--- config.mk ---
export PLATFORM = sky130hd
export DESIGN_NAME = nec_ir_frame_decoder_core
export DESIGN_NICKNAME = d
export VERILOG_FILES = /design/src/rtl/nif_pkg.sv /design/src/rtl/nif_capture.sv /design/src/rtl/nif_decode.sv /design/src/rtl/nec_ir_frame_decoder_core.sv
export SDC_FILE = /design/constraint.sdc
export NUM_CORES = 1
export LEC_CHECK = 0
export BUFFER_PORTS_ARGS = -buffer_cell sky130_fd_sc_hd__buf_2
export CORE_MARGIN = 2
export CORE_UTILIZATION = 45
export DETAILED_ROUTE_END_ITERATION = 10
export GPL_TIMING_DRIVEN = 0
export PLACE_DENSITY_LB_ADDON = 0.3
export REMOVE_ABC_BUFFERS = 1
export SYNTH_ARGS = -nofsm -noshare
export SYNTH_HDL_FRONTEND = slang
export SYNTH_SLANG_ARGS = --single-unit
export TNS_END_PERCENT = 5
--- constraint.sdc ---
create_clock -name clk -period 3.1 [get_ports clk]
set_input_delay 0 -clock clk [delete_from_list [all_inputs] [get_ports clk]]
set_output_delay 0 -clock clk [all_outputs]
set_load 0.005 [all_outputs]
--- src/rtl/nif_pkg.sv ---
// ---------------------------------------------------------------------------
// nif_pkg
// Shared types and constants for the NEC infrared frame decoder.
// ---------------------------------------------------------------------------
package nif_pkg;

  // Field widths
  localparam int LEN_W  = 17;
  localparam int CODE_W = 32;
  localparam int STAT_W = 3;
  localparam int CFG_IDX_W = 1;

  // Default capture capacity in pulses
  localparam int CAPTURE_DEPTH_DEF = 128;

  // Register indexes on the config port
  localparam logic [CFG_IDX_W-1:0] REG_BIT_THRESHOLD = 1'd0;
  localparam logic [CFG_IDX_W-1:0] REG_DROP_LIMIT    = 1'd1;

  // Register reset values
  localparam logic [LEN_W-1:0] BIT_THRESHOLD_RST = 17'd1200;
  localparam logic [LEN_W-1:0] DROP_LIMIT_RST    = 17'd100000;

  // Timing windows in microseconds (open intervals)
  localparam logic [LEN_W-1:0] LEAD_MARK_LO  = 17'd8500;
  localparam logic [LEN_W-1:0] LEAD_MARK_HI  = 17'd9500;
  localparam logic [LEN_W-1:0] RPT_SPACE_LO  = 17'd2000;
  localparam logic [LEN_W-1:0] RPT_SPACE_HI  = 17'd2500;
  localparam logic [LEN_W-1:0] HDR_SPACE_LO  = 17'd4000;
  localparam logic [LEN_W-1:0] HDR_SPACE_HI  = 17'd5000;
  localparam logic [LEN_W-1:0] RPT_MARK_LO   = 17'd300;
  localparam logic [LEN_W-1:0] RPT_MARK_HI   = 17'd700;

  // Data spaces sit at odd positions FIRST_DATA_POS .. LAST_DATA_POS
  localparam int FIRST_DATA_POS = 3;
  localparam int LAST_DATA_POS  = FIRST_DATA_POS + 2 * (CODE_W - 1);
  localparam int BIT_IDX_W      = $clog2(CODE_W);

  // Frame status codes
  typedef enum logic [STAT_W-1:0] {
    ST_NONE    = 3'd0,
    ST_NOISE   = 3'd1,
    ST_REPEAT  = 3'd2,
    ST_BAD_HDR = 3'd3,
    ST_NEW     = 3'd4
  } frame_status_t;

  // Class of the leading space
  typedef enum logic [1:0] {
    SPACE_OTHER  = 2'd0,
    SPACE_REPEAT = 2'd1,
    SPACE_HEADER = 2'd2
  } space_kind_t;

  // Capture summary handed from the capture stage to the decoder
  typedef struct packed {
    logic              empty;      // no pulse stored
    logic              short_frm;  // fewer than four pulses
    logic              lead_mark_ok;
    space_kind_t       space_kind;
    logic              third_ok;
    logic [CODE_W-1:0] acc;
  } cap_sum_t;

  // Open-interval range check
  function automatic logic between(input logic [LEN_W-1:0] v,
                                   input logic [LEN_W-1:0] lo,
                                   input logic [LEN_W-1:0] hi);
    return (v > lo) && (v < hi);
  endfunction

endpackage

--- src/rtl/nif_capture.sv ---
// ---------------------------------------------------------------------------
// nif_capture
// Running pulse capture: count, header range checks and data bit gathering.
// ---------------------------------------------------------------------------
module nif_capture #(
  parameter int CAPTURE_DEPTH = nif_pkg::CAPTURE_DEPTH_DEF
) (
  input  logic                      clk,
  input  logic                      rst_n,
  input  logic                      pulse_step,
  input  logic                      clear,
  input  logic [nif_pkg::LEN_W-1:0] pulse_len,
  input  logic [nif_pkg::LEN_W-1:0] bit_threshold,
  input  logic [nif_pkg::LEN_W-1:0] drop_limit,
  output nif_pkg::cap_sum_t         cap_sum
);
  import nif_pkg::*;

  localparam int CNT_W = $clog2(CAPTURE_DEPTH + 1);
  localparam int POS_W = (CNT_W > 7) ? CNT_W : 7;

  logic [CNT_W-1:0]  count_r, count_nxt;
  logic              mark_ok_r, mark_ok_nxt;
  space_kind_t       kind_r, kind_nxt;
  logic              third_r, third_nxt;
  logic [CODE_W-1:0] acc_r, acc_nxt;

  logic              store;
  logic [POS_W-1:0]  pos;
  logic [POS_W-1:0]  pos_off;
  logic [BIT_IDX_W-1:0] bit_idx;
  logic              data_pos;

  // Store only short pulses while room is left
  assign store = pulse_step && (pulse_len < drop_limit) &&
                 (count_r < CNT_W'(CAPTURE_DEPTH));

  assign pos      = POS_W'(count_r);
  assign pos_off  = pos - POS_W'(FIRST_DATA_POS);
  assign bit_idx  = pos_off[BIT_IDX_W:1];
  assign data_pos = (pos >= POS_W'(FIRST_DATA_POS)) &&
                    (pos <= POS_W'(LAST_DATA_POS)) && pos[0];

  // Next capture state
  always_comb begin
    count_nxt   = count_r;
    mark_ok_nxt = mark_ok_r;
    kind_nxt    = kind_r;
    third_nxt   = third_r;
    acc_nxt     = acc_r;
    if (clear) begin
      count_nxt   = '0;
      mark_ok_nxt = 1'b0;
      kind_nxt    = SPACE_OTHER;
      third_nxt   = 1'b0;
      acc_nxt     = '0;
    end else if (store) begin
      count_nxt = count_r + 1'b1;
      if (pos == POS_W'(0)) begin
        mark_ok_nxt = between(pulse_len, LEAD_MARK_LO, LEAD_MARK_HI);
      end
      if (pos == POS_W'(1)) begin
        if (between(pulse_len, RPT_SPACE_LO, RPT_SPACE_HI)) begin
          kind_nxt = SPACE_REPEAT;
        end else if (between(pulse_len, HDR_SPACE_LO, HDR_SPACE_HI)) begin
          kind_nxt = SPACE_HEADER;
        end else begin
          kind_nxt = SPACE_OTHER;
        end
      end
      if (pos == POS_W'(2)) begin
        third_nxt = between(pulse_len, RPT_MARK_LO, RPT_MARK_HI);
      end
      if (data_pos && (pulse_len > bit_threshold)) begin
        acc_nxt[bit_idx] = 1'b1;
      end
    end
  end

  always_ff @(posedge clk) begin
    if (!rst_n) begin
      count_r   <= '0;
      mark_ok_r <= 1'b0;
      kind_r    <= SPACE_OTHER;
      third_r   <= 1'b0;
      acc_r     <= '0;
    end else begin
      count_r   <= count_nxt;
      mark_ok_r <= mark_ok_nxt;
      kind_r    <= kind_nxt;
      third_r   <= third_nxt;
      acc_r     <= acc_nxt;
    end
  end

  // Summary for the decoder
  always_comb begin
    cap_sum.empty        = (count_r == '0);
    cap_sum.short_frm    = (POS_W'(count_r) < POS_W'(4));
    cap_sum.lead_mark_ok = mark_ok_r;
    cap_sum.space_kind   = kind_r;
    cap_sum.third_ok     = third_r;
    cap_sum.acc          = acc_r;
  end

endmodule

--- src/rtl/nif_decode.sv ---
// ---------------------------------------------------------------------------
// nif_decode
// End-of-frame classification, held code and repeat flag, result register.
// ---------------------------------------------------------------------------
module nif_decode (
  input  logic                       clk,
  input  logic                       rst_n,
  input  logic                       eof_step,
  input  nif_pkg::cap_sum_t          cap_sum,
  input  logic                       out_ready,
  output logic                       out_valid,
  output logic [nif_pkg::STAT_W-1:0] out_frame_status,
  output logic [nif_pkg::CODE_W-1:0] out_code_word,
  output logic                       out_repeat_flag
);
  import nif_pkg::*;

  logic              valid_r, valid_nxt;
  frame_status_t     status_r, status_nxt;
  logic [CODE_W-1:0] code_r, code_nxt;
  logic              rpt_r, rpt_nxt;
  logic [CODE_W-1:0] rev_acc;

  // Bit reversal is plain wiring
  always_comb begin
    for (int k = 0; k < CODE_W; k++) begin
      rev_acc[k] = cap_sum.acc[CODE_W-1-k];
    end
  end

  // Frame decision
  always_comb begin
    status_nxt = status_r;
    code_nxt   = code_r;
    rpt_nxt    = rpt_r;
    valid_nxt  = valid_r && !out_ready;
    if (eof_step) begin
      valid_nxt = 1'b1;
      if (cap_sum.empty) begin
        status_nxt = ST_NONE;
      end else if (cap_sum.short_frm) begin
        status_nxt = ST_NOISE;
      end else if (cap_sum.lead_mark_ok && cap_sum.space_kind == SPACE_REPEAT &&
                   cap_sum.third_ok) begin
        status_nxt = ST_REPEAT;
        rpt_nxt    = 1'b1;
      end else if (cap_sum.lead_mark_ok && cap_sum.space_kind == SPACE_HEADER) begin
        status_nxt = ST_NEW;
        code_nxt   = rev_acc;
        rpt_nxt    = 1'b0;
      end else begin
        status_nxt = ST_BAD_HDR;
      end
    end
  end

  always_ff @(posedge clk) begin
    if (!rst_n) begin
      valid_r <= 1'b0;
      code_r  <= '0;
      rpt_r   <= 1'b0;
    end else begin
      valid_r <= valid_nxt;
      code_r  <= code_nxt;
      rpt_r   <= rpt_nxt;
    end
  end

  // Status payload needs no reset
  always_ff @(posedge clk) begin
    status_r <= status_nxt;
  end

  // Held values change only when a new result is loaded
  assign out_valid        = valid_r;
  assign out_frame_status = status_r;
  assign out_code_word    = code_r;
  assign out_repeat_flag  = rpt_r;

endmodule

--- src/rtl/nec_ir_frame_decoder_core.sv ---
// ---------------------------------------------------------------------------
// nec_ir_frame_decoder_core
// NEC infrared frame decoder fed with edge-to-edge pulse lengths.
// ---------------------------------------------------------------------------
// Input channel (in_valid/in_ready): one word per pulse (in_cmd = 0, length
// in in_pulse_length) or an end-of-frame word (in_cmd = 1). Pulse words
// produce no result; each end-of-frame word produces exactly one result word
// on the output channel (out_valid/out_ready): status, held code, repeat flag.
// Path: each word first passes the input register; the result of an
// end-of-frame word is presented the cycle after it leaves that register.
// Throughput: one word per cycle outside stalls, set by the single compare
// stage between the input register and the capture/result registers.
// Stall: while a result waits on out_ready, pulse words still flow; an
// end-of-frame word waits in the input register until the result register
// is free, and in_ready drops only then.
// Reset (rst_n low, synchronous): capture cleared, held code and repeat flag
// zero, thresholds back to 1200 us and 100000 us, both channels empty.
// Config: cfg_we writes cfg_wdata to register cfg_index (0 bit threshold,
// 1 drop limit); write only while the block is idle.
// ---------------------------------------------------------------------------
module nec_ir_frame_decoder_core #(
  parameter int CAPTURE_DEPTH = nif_pkg::CAPTURE_DEPTH_DEF
) (
  input  logic                          clk,
  input  logic                          rst_n,
  input  logic                          in_valid,
  output logic                          in_ready,
  input  logic                          in_cmd,
  input  logic [nif_pkg::LEN_W-1:0]     in_pulse_length,
  output logic                          out_valid,
  input  logic                          out_ready,
  output logic [nif_pkg::STAT_W-1:0]    out_frame_status,
  output logic [nif_pkg::CODE_W-1:0]    out_code_word,
  output logic                          out_repeat_flag,
  input  logic                          cfg_we,
  input  logic [nif_pkg::CFG_IDX_W-1:0] cfg_index,
  input  logic [nif_pkg::LEN_W-1:0]     cfg_wdata
);
  import nif_pkg::*;

  logic             s1_valid_r;
  logic             s1_cmd_r;
  logic [LEN_W-1:0] s1_len_r;
  logic [LEN_W-1:0] thr_r;
  logic [LEN_W-1:0] drop_r;
  logic             s1_go;
  logic             pulse_step;
  logic             eof_step;
  cap_sum_t         cap_sum;

  // Input stage drains unless it holds an end of frame facing a full result
  assign s1_go      = s1_valid_r && (!s1_cmd_r || !out_valid || out_ready);
  assign in_ready   = !s1_valid_r || s1_go;
  assign pulse_step = s1_go && !s1_cmd_r;
  assign eof_step   = s1_go && s1_cmd_r;

  // Input register
  always_ff @(posedge clk) begin
    if (!rst_n) begin
      s1_valid_r <= 1'b0;
    end else if (in_ready) begin
      s1_valid_r <= in_valid;
    end
  end

  always_ff @(posedge clk) begin
    if (in_valid && in_ready) begin
      s1_cmd_r <= in_cmd;
      s1_len_r <= in_pulse_length;
    end
  end

  // Config registers
  always_ff @(posedge clk) begin
    if (!rst_n) begin
      thr_r  <= BIT_THRESHOLD_RST;
      drop_r <= DROP_LIMIT_RST;
    end else if (cfg_we) begin
      unique case (cfg_index)
        REG_BIT_THRESHOLD: thr_r  <= cfg_wdata;
        REG_DROP_LIMIT:    drop_r <= cfg_wdata;
        default: ;
      endcase
    end
  end

  nif_capture #(
    .CAPTURE_DEPTH (CAPTURE_DEPTH)
  ) u_capture (
    .clk           (clk),
    .rst_n         (rst_n),
    .pulse_step    (pulse_step),
    .clear         (eof_step),
    .pulse_len     (s1_len_r),
    .bit_threshold (thr_r),
    .drop_limit    (drop_r),
    .cap_sum       (cap_sum)
  );

  nif_decode u_decode (
    .clk              (clk),
    .rst_n            (rst_n),
    .eof_step         (eof_step),
    .cap_sum          (cap_sum),
    .out_ready        (out_ready),
    .out_valid        (out_valid),
    .out_frame_status (out_frame_status),
    .out_code_word    (out_code_word),
    .out_repeat_flag  (out_repeat_flag)
  );

endmodule

=== Yosys cells after proc, flatten, opt, wreduce, memory -nomap -nowiden ===
Index checks and enable logic that the tools add are counted.

* Add/subtract/negate cells: 2
* Magnitude comparators: 16
* Equality and inequality tests: 4
* Reductions and logical operators: 38
* Muxes and demuxes: 10
* Shifts and indexed selects: 0
* Multipliers: 0
* Divide/modulo/power cells: 0
* Bitwise logic cells: 6

{| class="wikitable"
|+ Operators by type and width
! cell !! count
|-
| 32-bit bitwise OR || 1
|-
| 1-bit logical AND || 18
|-
| 17-bit by 11-bit > comparator with 1-bit output (second input constant) || 1
|-
| 17-bit by 12-bit > comparator with 1-bit output (second input constant) || 1
|-
| 17-bit by 14-bit > comparator with 1-bit output (second input constant) || 1
|-
| 17-bit > comparator || 1
|-
| 17-bit by 9-bit > comparator with 1-bit output (second input constant) || 1
|-
| 17-bit by 10-bit less-than comparator with 1-bit output (second input constant) || 1
|-
| 17-bit by 12-bit less-than comparator with 1-bit output (second input constant) || 1
|-
| 17-bit by 13-bit less-than comparator with 1-bit output (second input constant) || 1
|-
| 17-bit by 14-bit less-than comparator with 1-bit output (second input constant) || 1
|-
| 17-bit less-than comparator || 1
|-
| 2-bit AND reduction || 6
|-
| 8-bit by 1-bit adder with 8-bit output (second input constant) || 1
|-
| 8-bit by 1-bit equality test with 1-bit output (second input constant) || 1
|-
| 8-bit by 2-bit equality test with 1-bit output (second input constant) || 1
|-
| 8-bit by 2-bit greater-or-equal comparator with 1-bit output (second input constant) || 1
|-
| 8-bit by 7-bit <= comparator with 1-bit output (second input constant) || 1
|-
| 8-bit logical NOT || 1
|-
| 8-bit by 3-bit less-than comparator with 1-bit output (second input constant) || 1
|-
| 8-bit less-than comparator (second input constant) || 1
|-
| 5-bit by 6-bit less-than comparator with 1-bit output (second input constant) || 1
|-
| 2-bit two-way mux || 3
|-
| 6-bit by 2-bit subtractor with 6-bit output (second input constant) || 1
|-
| 14 further kinds || 28
|}

* Bits in registers: 134
* Output and inout port bits: 38
* Input bits: 41
* Memories: 0
* Bits in read-only memories: 0
* Logic and storage cells: 92
* RAM bits: 0
* Bits in latches: 0

=== Longest topological paths before layout ===
Gate-level depths: netlist of run 1.

* Depth after elaboration: 8
* Gate-level depth with buffers: 10
* Mapped depth without buffers: 8

=== Cells and area by module ===
A second synthesis of run 1 with hierarchy kept.

* Cell total of the unflattened synthesis: 725
* Area, all modules: 6498.7 um^2

{| class="wikitable"
|+ By module, submodules not included
! module !! cells each !! seq. area each (um^2) !! times used !! area each (um^2)
|-
| nif_capture || 389 || 880.8 || 1 || 3060.4
|-
| nec_ir_frame_decoder_core || 177 || 1241.2 || 1 || 1889.3
|-
| nif_decode || 159 || 770.7 || 1 || 1549.0
|}

=== Worst setup path after synthesis of run 1 ===
Ideal clock, no wire load.

* Path type: register to register
* Start: register s1_len_r[4]
* End: register u_capture.acc_r[0]
* Required time: 2.983 ns
* Clock period less this slack: 2.510 ns
* Slack: 0.590 ns
* Arrival: 2.393 ns
* Cell stages (with the launch flop): 8
* Setup time: 0.117 ns
* Path buffers: 0
* Cells stage by stage: edfxtp_1 ha_1 a21oi_1 o21ai_1 a2111o_1 a2111oi_4 nor4_2 a22o_1

* Cells in the longest elaborated chain, start to end: 4
* Elaborated cells between the ends (all ways): 6
* Classes of those cells: order compare (2); reduce/logical (4)

{| class="wikitable"
|+ Ends and longest elaborated chain
! item !! line !! RTL
|-
| start, declared || nec_ir_frame_decoder_core.sv:43 || <nowiki>logic [LEN_W-1:0] s1_len_r;</nowiki>
|-
| start signal, assigned || nec_ir_frame_decoder_core.sv:69 || <nowiki>s1_len_r <= in_pulse_length;</nowiki>
|-
| 17-bit less-than comparator || nif_capture.sv:35 || <nowiki>assign store = pulse_step && (pulse_len < drop_limit) &&</nowiki>
|-
| 1-bit logical AND (2 in series) || nif_capture.sv:35 ||
|-
| 2-bit AND reduction (no source line) (*) || -- ||
|-
| end signal, assigned || nif_capture.sv:92 || <nowiki>acc_r <= acc_nxt;</nowiki>
|-
| end, declared || nif_capture.sv:26 || <nowiki>logic [CODE_W-1:0] acc_r, acc_nxt;</nowiki>
|}

Mark *: on every way between the ends. The rest lies on a longest branch, timed or not.
A chain may end at the register's enable or synchronous reset.

=== Final worst setup path of run 1 ===
* Start: register s1_len_r[8]
* End: register u_capture.acc_r[30]

The elaborated chain is that of the path after synthesis.

==> impl_metrics.yaml, run 1 <==
outcome:
  outcome: "finished clean"
die:
  die_y_um: 121.3
  dieArea_um2: 14710
  core_area_um2: 13350
  die_w_um: 121.3
  fp-row-count: 42
  start_util_pct: 46.39
  io_pins: 79
place:
  portBuffers: 78
  gp_congestion: 0.8540
  dpl.hpwl_mm: 9.786
  place_ws_ns: 0.08497
worst_setup_path:
  crit_end: "u_capture.acc_r[30]"
  r2r_end: "u_capture.acc_r[30]"
  start_kind: "flop"
  end_kind: "flop"
  r2r_slack_ns: 0.18
  cp.required_ns: 3.42
  arrival_ns: 3.23
  worstSetupPathType: "reg -> reg"
  startpoint: "s1_len_r[8]"
  r2r_start: "s1_len_r[8]"
  cp_max_fo: 10
  reg2regPathDepth: 7
pwr:
  ir_drop_mv: 0.4225
  power_density_nw_per_um2: 541.8
  p_leak_nw: 3.044
drt:
  vias: 5131
  first_pass_iters: 5
  final_antenna_net_count: 0
  wl_mm: 13.95
  vias_per_cell: 5.268
  drcViolationCount: 0
  first_iter_violations: 333
  wl_per_cell_um: 14.32
timing:
  setup_viol: 0
  fin_skew_ns: 0.01667
  slew_viol_final: 0
  relSlewSlack_pct: 18.97
  clock.fmax_mhz: 342.8
  worst_slack_ns: 0.1831
  setup_tns_ns: 0
  whs_ns: 0.08333
  rsz0062_at_grt: "no"
  min_period_over_period_pct: 94.09
  finalHoldViolCount: 0
  min_period_ns: 2.917
  worst_pin_slew_ns: 1.216
logic_synthesis:
  synth-compound-area-share_pct: 21.26
  synth_cell_type_count: 56
  ys_seq_elements: 134
  synth_edf_count: 21
  synthesis.area_um2: 6192
  synth_top_cell_area_share_pct: 36.53
  yosys-top-cells-area: "dfxtp_1, edfxtp_1, nand2_1"
  syn_area_per_cell_um2: 9.133
  yosysWarnings: 0
  synthSimpleGateAreaFrac_pct: 18.83
  yosys.area.top_type: "dfxtp_1"
  yosys.area_share.xor_xnor_pct: 0.4243
  ys_seq_area_share_pct: 46.72
  muxShareOfSynthArea_pct: 0.4849
  synth_top_family_by_area: "compound AO/OA/AOI/OAI gates"
  synthCells: 678
  synth-adder-area-share_pct: 7.476
  ys.flop_type: "dfxtp_1"
  async_flop_share_pct: 0
clock_network:
  clkTransAtPathRegs_ns: 0.06
  cts_buffers: 17
  insertion_delay_ns: 0.43
  tritoncts: "yes"
  clockBufferDepth: 2
  root_buffer: "clkbuf_16"
  post-cts-setup-buffer-count: 0
  cts_sinks: 134
  htree_levels: 4
layout:
  final_common_cell: "nand2_1"
  final_cell_mix: "nand2_1, dfxtp_1, buf_2"
  diodes: 0
  area_delta_synth_final_pct: 25.18
  nets: 863
  final_layout_size_suffix_gt1_share_pct: 15.79
  fin_util_pct: 58.07
hold_path:
  hold_class: "in -> reg"
grt:
  grt_overflow: 0
  antenna_found_initial: 0
  grt_pass1_vias: 4869
  grt_first_pass_wirelength_mm: 22.79
  grt_use_total_pct: 19.75
  grt_max_degree: 72
job:
  drv_cap: 0
[metrics by stage]
| stage | total power [mW] | area [um2] | instances |
|---|---|---|---|
| 3_5_place_dp | 2.154 | 6738 | 904 |
| 3_3_place_gp | 2.132 | 6659 | 899 |
| 6_report | 4.200 | 7751 | 974 |
| 4_1_cts | 4.230 | 7734 | 974 |
| 2_1_floorplan | 2.040 | 6048 | 645 |
| 5_1_grt | 4.344 | 7751 | 974 |
[cells in the mapped netlist (10+ instances only)]
library cell  number
nor2b_1           10
o21ai_0           20
a21oi_1           23
ha_1              37
a21boi_0          56
nand2_1          144
a22o_1            32
nor2_1            24
clkbuf_1          28
nor3_1            11
edfxtp_1          21
nand3_1           10
dfxtp_1          113
o211ai_1          15
inv_1             41
[flip-flops by register name (all words and copies together), names as in the netlist]
register	count
u_capture.third_r	1
s1_len_r	17
u_decode.out_code_word	32
s1_valid_r	1
u_decode.out_repeat_flag	1
u_decode.out_valid	1
drop_r	17
s1_cmd_r	1
thr_r	17
u_decode.out_frame_status	3
u_capture.acc_r	32
u_capture.kind_r	2
u_capture.mark_ok_r	1
u_capture.count_r	8
[layout make-up]
class	instances	area [um2]
Inverter	41	153.9
Clock buffer	23	533.0
Timing Repair Buffer	121	838.3
Tap cell	176	220.2
Multi-Input combinational cell	470	3030
Clock inverter	9	82.58
Sequential cell	134	2893
Fill cell	1156	5597
[report_power, final]
part           internal, mW  switching [mW]  leakage [nW]
sequential             1.81          0.0372          1.12
combinational         0.145           0.167          1.62
clock                  1.29           0.749         0.304
total                  3.25           0.953          3.04
[routing by layer]
layer,up-vias,routed length (um),GRT usage [%]
met3,8,573,4.370
met5,-,0,0
met4,0,129,7.112
met2,116,7380,36.31
met1,2393,5863,22.28
li1,2614,-,-
[timing repair]
item,4_1_cts,5_1_grt
endpoints found under the hold margin,54,0
setup endpoints to repair,0,16
hold buffers,38,0
resized for setup,0,2
[logic make-up (layout without fill, tap and decap cells)]
group	Yosys count	after routing
compound gates	181	181
xor+xnor	3	3
fa+ha+maj	37	37
buf+inv	74	194
flops	134	134
mux	3	3
simple gates	246	246
[worst min path at each step]
stage	startpoint	endpoint	depth (start not counted)
5_1_grt	cfg_index	thr_r[10]	3
4_1_cts	cfg_index	thr_r[12]	4
3_3_place_gp	in_pulse_length[4]	s1_len_r[4]	1
6_report	cfg_index	thr_r[9]	4
3_5_place_dp	in_cmd	s1_cmd_r	1
2_1_floorplan	rst_n	drop_r[10]	1
[critical path, cell delays in order (launching register included)]
cell       delay, ns
edfxtp_1        0.54
ha_1            0.37
nand4_1         0.16
nor3_1          0.07
a2111o_1        0.45
a2111oi_4       0.72
nor4_4          0.21
a22o_1          0.28
Note: power is estimated with default switching activity, not from simulation.
==> run 2: changes to the inputs <==
--- a/config.mk
+++ b/config.mk
@@ -7,7 +7,7 @@
 export LEC_CHECK = 0
 export BUFFER_PORTS_ARGS = -buffer_cell sky130_fd_sc_hd__buf_2
 export CORE_MARGIN = 2
-export CORE_UTILIZATION = 45
+export CORE_UTILIZATION = 52
 export DETAILED_ROUTE_END_ITERATION = 10
 export GPL_TIMING_DRIVEN = 0
 export PLACE_DENSITY_LB_ADDON = 0.3
==> impl_metrics.yaml, run 2 (synthesized netlist as in run 1, its figures left out) <==
worst_setup_path:
  worstSetupPathType: "reg -> reg"
  reg2regPathDepth: 7
  end_kind: "flop"
  arrival_ns: 3.21
  cp_max_fo: 10
  r2r_end: "u_capture.acc_r[15]"
  startpoint: "s1_len_r[4]"
  crit_end: "u_capture.acc_r[15]"
  r2r_start: "s1_len_r[4]"
  cp.required_ns: 3.40
  r2r_slack_ns: 0.19
  start_kind: "flop"
timing:
  fin_skew_ns: 0.006641
  worst_pin_slew_ns: 1.227
  slew_viol_final: 0
  setup_tns_ns: 0
  min_period_over_period_pct: 93.88
  clock.fmax_mhz: 343.6
  worst_slack_ns: 0.1897
  whs_ns: 0.1014
  setup_viol: 0
  min_period_ns: 2.910
  finalHoldViolCount: 0
  relSlewSlack_pct: 18.17
drt:
  vias_per_cell: 5.515
  drcViolationCount: 3
  first_iter_violations: 232
  final_antenna_net_count: 0
  wl_met3_um: 456
  m1WireLength_mm: 5.828
  vias: 5179
  wl_met2_mm: 7.543
  first_pass_iters: 8
  wl_mm: 14.11
  top_layer: "met4"
  wl_per_cell_um: 15.03
die:
  die_y_um: 113.1
  core_area_um2: 11520
  start_util_pct: 53.77
  fp-row-count: 39
  dieArea_um2: 12800
  io_pins: 79
  die_w_um: 113.1
pwr:
  p_leak_nw: 3.033
  power.internal_mw: 3.235
  power_density_nw_per_um2: 540.0
  seqPwrFrac_pct: 44.5
  pwr-share-clk_pct: 47.9
  p_comb_share_pct: 7.6
  ir_drop_mv: 0.3651
  switchingPower_uw: 913.0
  switching_share_pct: 22.01
place:
  place_ws_ns: 0.07848
  dpl.hpwl_mm: 9.800
  gp_congestion: 0.8219
  portBuffers: 78
clock_network:
  insertion_delay_ns: 0.42
  post-cts-setup-buffer-count: 0
  tritoncts: "yes"
  cts_buffers: 17
  clockBufferDepth: 2
  root_buffer: "clkbuf_16"
  cts_sinks: 134
  htree_levels: 4
  clkTransAtPathRegs_ns: 0.05
hold_path:
  hold_class: "in -> reg"
grt:
  grt_use_total_pct: 23.27
  grt_first_pass_wirelength_mm: 23.78
  grt_max_degree: 72
  grt_overflow: 0
  antenna_found_initial: 0
  grt_pass1_vias: 5125
layout:
  multiInputGateArea_um2: 3030
  final_common_cell: "nand2_1"
  final_layout_size_suffix_gt1_share_pct: 15.70
  nets: 863
  final_cell_mix: "nand2_1, dfxtp_1, buf_2"
  fill_cells: 940
  register_area_um2: 2893
  diodes: 0
  area_delta_synth_final_pct: 24.05
outcome:
  violations: "DRC"
  outcome: "complete, but fails checks"
job:
  drv_cap: 0
## run 2: layer usage
metal / global-route usage [%] / up-vias
li1: - / 2606
met1: 26.13 / 2446
met2: 41.88 / 106
met3: 5.303 / 21
met4: 10.65 / 0
met5: 0 / -
## run 2: through the flow
stage	cells	util [%]	instance area [um2]	total power [mW]
floorplan	645	-	6048	2.040
global placement	866	57.46	6618	2.129
detailed placement	871	58.12	6693	2.153
CTS	939	66.55	7664	4.176
global route	939	66.70	7681	4.308
finish	939	66.70	7681	4.148
## run 2: cell type report
type,count,area share (%)
Inverter,41,2.004
Timing Repair Buffer,121,10.86
Clock buffer,21,6.418
Tap cell,143,2.329
Clock inverter,9,1.271
Multi-Input combinational cell,470,39.45
Sequential cell,134,37.66
## run 2: critical path: stages (launching register included)
cell       delay [ns]
edfxtp_1         0.54
ha_1             0.39
a21oi_1          0.13
o21ai_1          0.08
a2111o_1         0.47
a2111oi_4        0.73
nor4_4           0.19
a22o_1           0.27
## run 2: power groups by stage
stage          Sequential (mW)  Combinational [mW]  Clock [mW]
2_1_floorplan             1.87               0.170           0
3_3_place_gp              1.88               0.248           0
3_5_place_dp              1.88               0.271           0
4_1_cts                   1.85               0.310        2.02
5_1_grt                   1.85               0.353        2.10
6_report                  1.85               0.314        1.99
## run 2: worst min path at each step
stage / from / endpoint / slack (ns) / cells past startpoint
after floorplan: rst_n / drop_r[10] / 0.09 / 1
after global placement: in_pulse_length[10] / s1_len_r[10] / 0.18 / 1
after detailed placement: in_pulse_length[4] / s1_len_r[4] / 0.18 / 1
after CTS: cfg_index / thr_r[14] / 0.09 / 4
after global routing: cfg_index / thr_r[11] / 0.11 / 4
final: cfg_index / thr_r[14] / 0.10 / 4
## run 2: timing repair
item,in CTS,in global routing
endpoints found under the hold margin,54,0
hold buffers,38,0
setup endpoints to repair,0,10
resized for setup,0,2
==> run 3: changes to the inputs <==
--- a/config.mk
+++ b/config.mk
@@ -5,10 +5,10 @@
 export SDC_FILE = /design/constraint.sdc
 export NUM_CORES = 1
 export LEC_CHECK = 0
-export BUFFER_PORTS_ARGS = -buffer_cell sky130_fd_sc_hd__buf_2
 export CORE_MARGIN = 2
 export CORE_UTILIZATION = 52
 export DETAILED_ROUTE_END_ITERATION = 10
+export DONT_BUFFER_PORTS = 1
 export GPL_TIMING_DRIVEN = 0
 export PLACE_DENSITY_LB_ADDON = 0.3
 export REMOVE_ABC_BUFFERS = 1
==> impl_metrics.yaml, run 3 (synthesized netlist as in run 1, its figures left out) <==
outcome:
  outcome: "complete, but fails checks"
  violations: "DRC"
timing:
  worst_pin_slew_ns: 1.233
  clock.fmax_mhz: 344.5
  worst_slack_ns: 0.1969
  finalHoldViolCount: 0
  slew_viol_final: 0
  rsz0062_at_grt: "no"
  min_period_over_period_pct: 93.65
  setup_viol: 0
  relSlewSlack_pct: 17.81
  fin_skew_ns: 0.008776
  setup_tns_ns: 0
  min_period_ns: 2.903
place:
  post-place-cells: 792
  dpl.hpwl_mm: 9.158
  place_ws_ns: 0.08072
  gp_congestion: 0.8158
  portBuffers: 0
die:
  core_area_um2: 11520
  start_util_pct: 53.77
  dieArea_um2: 12800
  io_pins: 79
  die_w_um: 113.1
  fp-row-count: 39
  die_y_um: 113.1
hold_path:
  hold_class: "in -> reg"
layout:
  final_cell_mix: "nand2_1, dfxtp_1, a21boi_0"
  final_cells: 869
  final_layout_size_suffix_gt1_share_pct: 6.749
  nets: 792
  area_delta_synth_final_pct: 18.37
  fin_util_pct: 63.65
  diodes: 0
  final_common_cell: "nand2_1"
worst_setup_path:
  r2r_slack_ns: 0.20
  arrival_ns: 3.21
  cp.required_ns: 3.41
  cp_max_fo: 8
  start_kind: "flop"
  end_kind: "flop"
  worstSetupPathType: "reg -> reg"
grt:
  antenna_found_initial: 0
  grt_pass1_vias: 4919
  grt_overflow: 0
  grt_use_total_pct: 22.52
  grt_max_degree: 72
  grt_first_pass_wirelength_mm: 23.00
drt:
  vias_per_cell: 5.712
  drcViolationCount: 3
  top_layer: "met4"
  vias: 4964
  first_pass_iters: 8
  wl_mm: 13.66
  wl_met3_um: 549
  wl_met2_mm: 7.179
  wl_per_cell_um: 15.72
  m1WireLength_mm: 5.657
  first_iter_violations: 193
  final_antenna_net_count: 0
clock_network:
  insertion_delay_ns: 0.42
  root_buffer: "clkbuf_16"
  htree_levels: 4
  tritoncts: "yes"
  clkTransAtPathRegs_ns: 0.06
  post-cts-setup-buffer-count: 0
  cts_sinks: 134
  cts_buffers: 17
  clockBufferDepth: 2
job:
  drv_cap: 0
pwr:
  ir_drop_mv: 0.4219
  p_leak_nw: 2.671
  power_mw: 3.989
  power_density_nw_per_um2: 544.3
run 3: area by class of cell:
class / count / area, um2
fill: 943 / 4187
multi-input combinational: 470 / 3033
timing repair buffer: 50 / 523.0
clock buffer: 19 / 442.9
inverter: 41 / 153.9
clock inverter: 12 / 105.1
sequential: 134 / 2893
tap: 143 / 178.9
run 3: worst max-delay path, cell delays in order (launching register included):
cell       delay [ns]
edfxtp_1         0.52
ha_1             0.37
a21oi_1          0.16
o21ai_1          0.08
a2111o_1         0.48
a2111oi_4        0.70
nor4_4           0.20
a22o_1           0.28
run 3: path summary, 6_finish.rpt:
kind                                          start  cells after the start                   endpoint
worst max-delay path                    s1_len_r[2]                      7        u_capture.acc_r[15]
worst max register to register          s1_len_r[2]                      7        u_capture.acc_r[15]
worst min-delay path                         cfg_we                      3                  thr_r[13]
worst min register to register  u_capture.acc_r[29]                      2  u_decode.out_code_word[2]
run 3: what timing repair did:
| item | 4_1_cts | 5_1_grt |
|---|---|---|
| hold buffers | 46 | 0 |
| setup endpoints to repair | 0 | 16 |
| resized for setup | 0 | 2 |
| hold endpoints to repair | 96 | 0 |
run 3: report_power, final:
group / total, mW / leakage [nW] / internal, mW / switching [mW]
Clock: 1.85 / 0.273 / 1.12 / 0.733
Sequential: 1.85 / 1.12 / 1.81 / 0.0371
Combinational: 0.296 / 1.28 / 0.134 / 0.162
Total: 3.99 / 2.67 / 3.06 / 0.931
run 3: layer usage:
metal  global-route usage, %  vias up
met5                       0        -
li1                        -     2472
met2                   41.80      122
met4                   8.862        0
met3                   5.838       26
met1                   24.35     2344
run 3: metrics by stage:
step / hold slack [ns] / cell area [um2]
2_1_floorplan: 0.08887 / 6048
3_3_place_gp: 0.09892 / 6227
3_5_place_dp: 0.09891 / 6294
4_1_cts: 0.06446 / 7312
5_1_grt: 0.1081 / 7330
6_report: 0.08494 / 7330
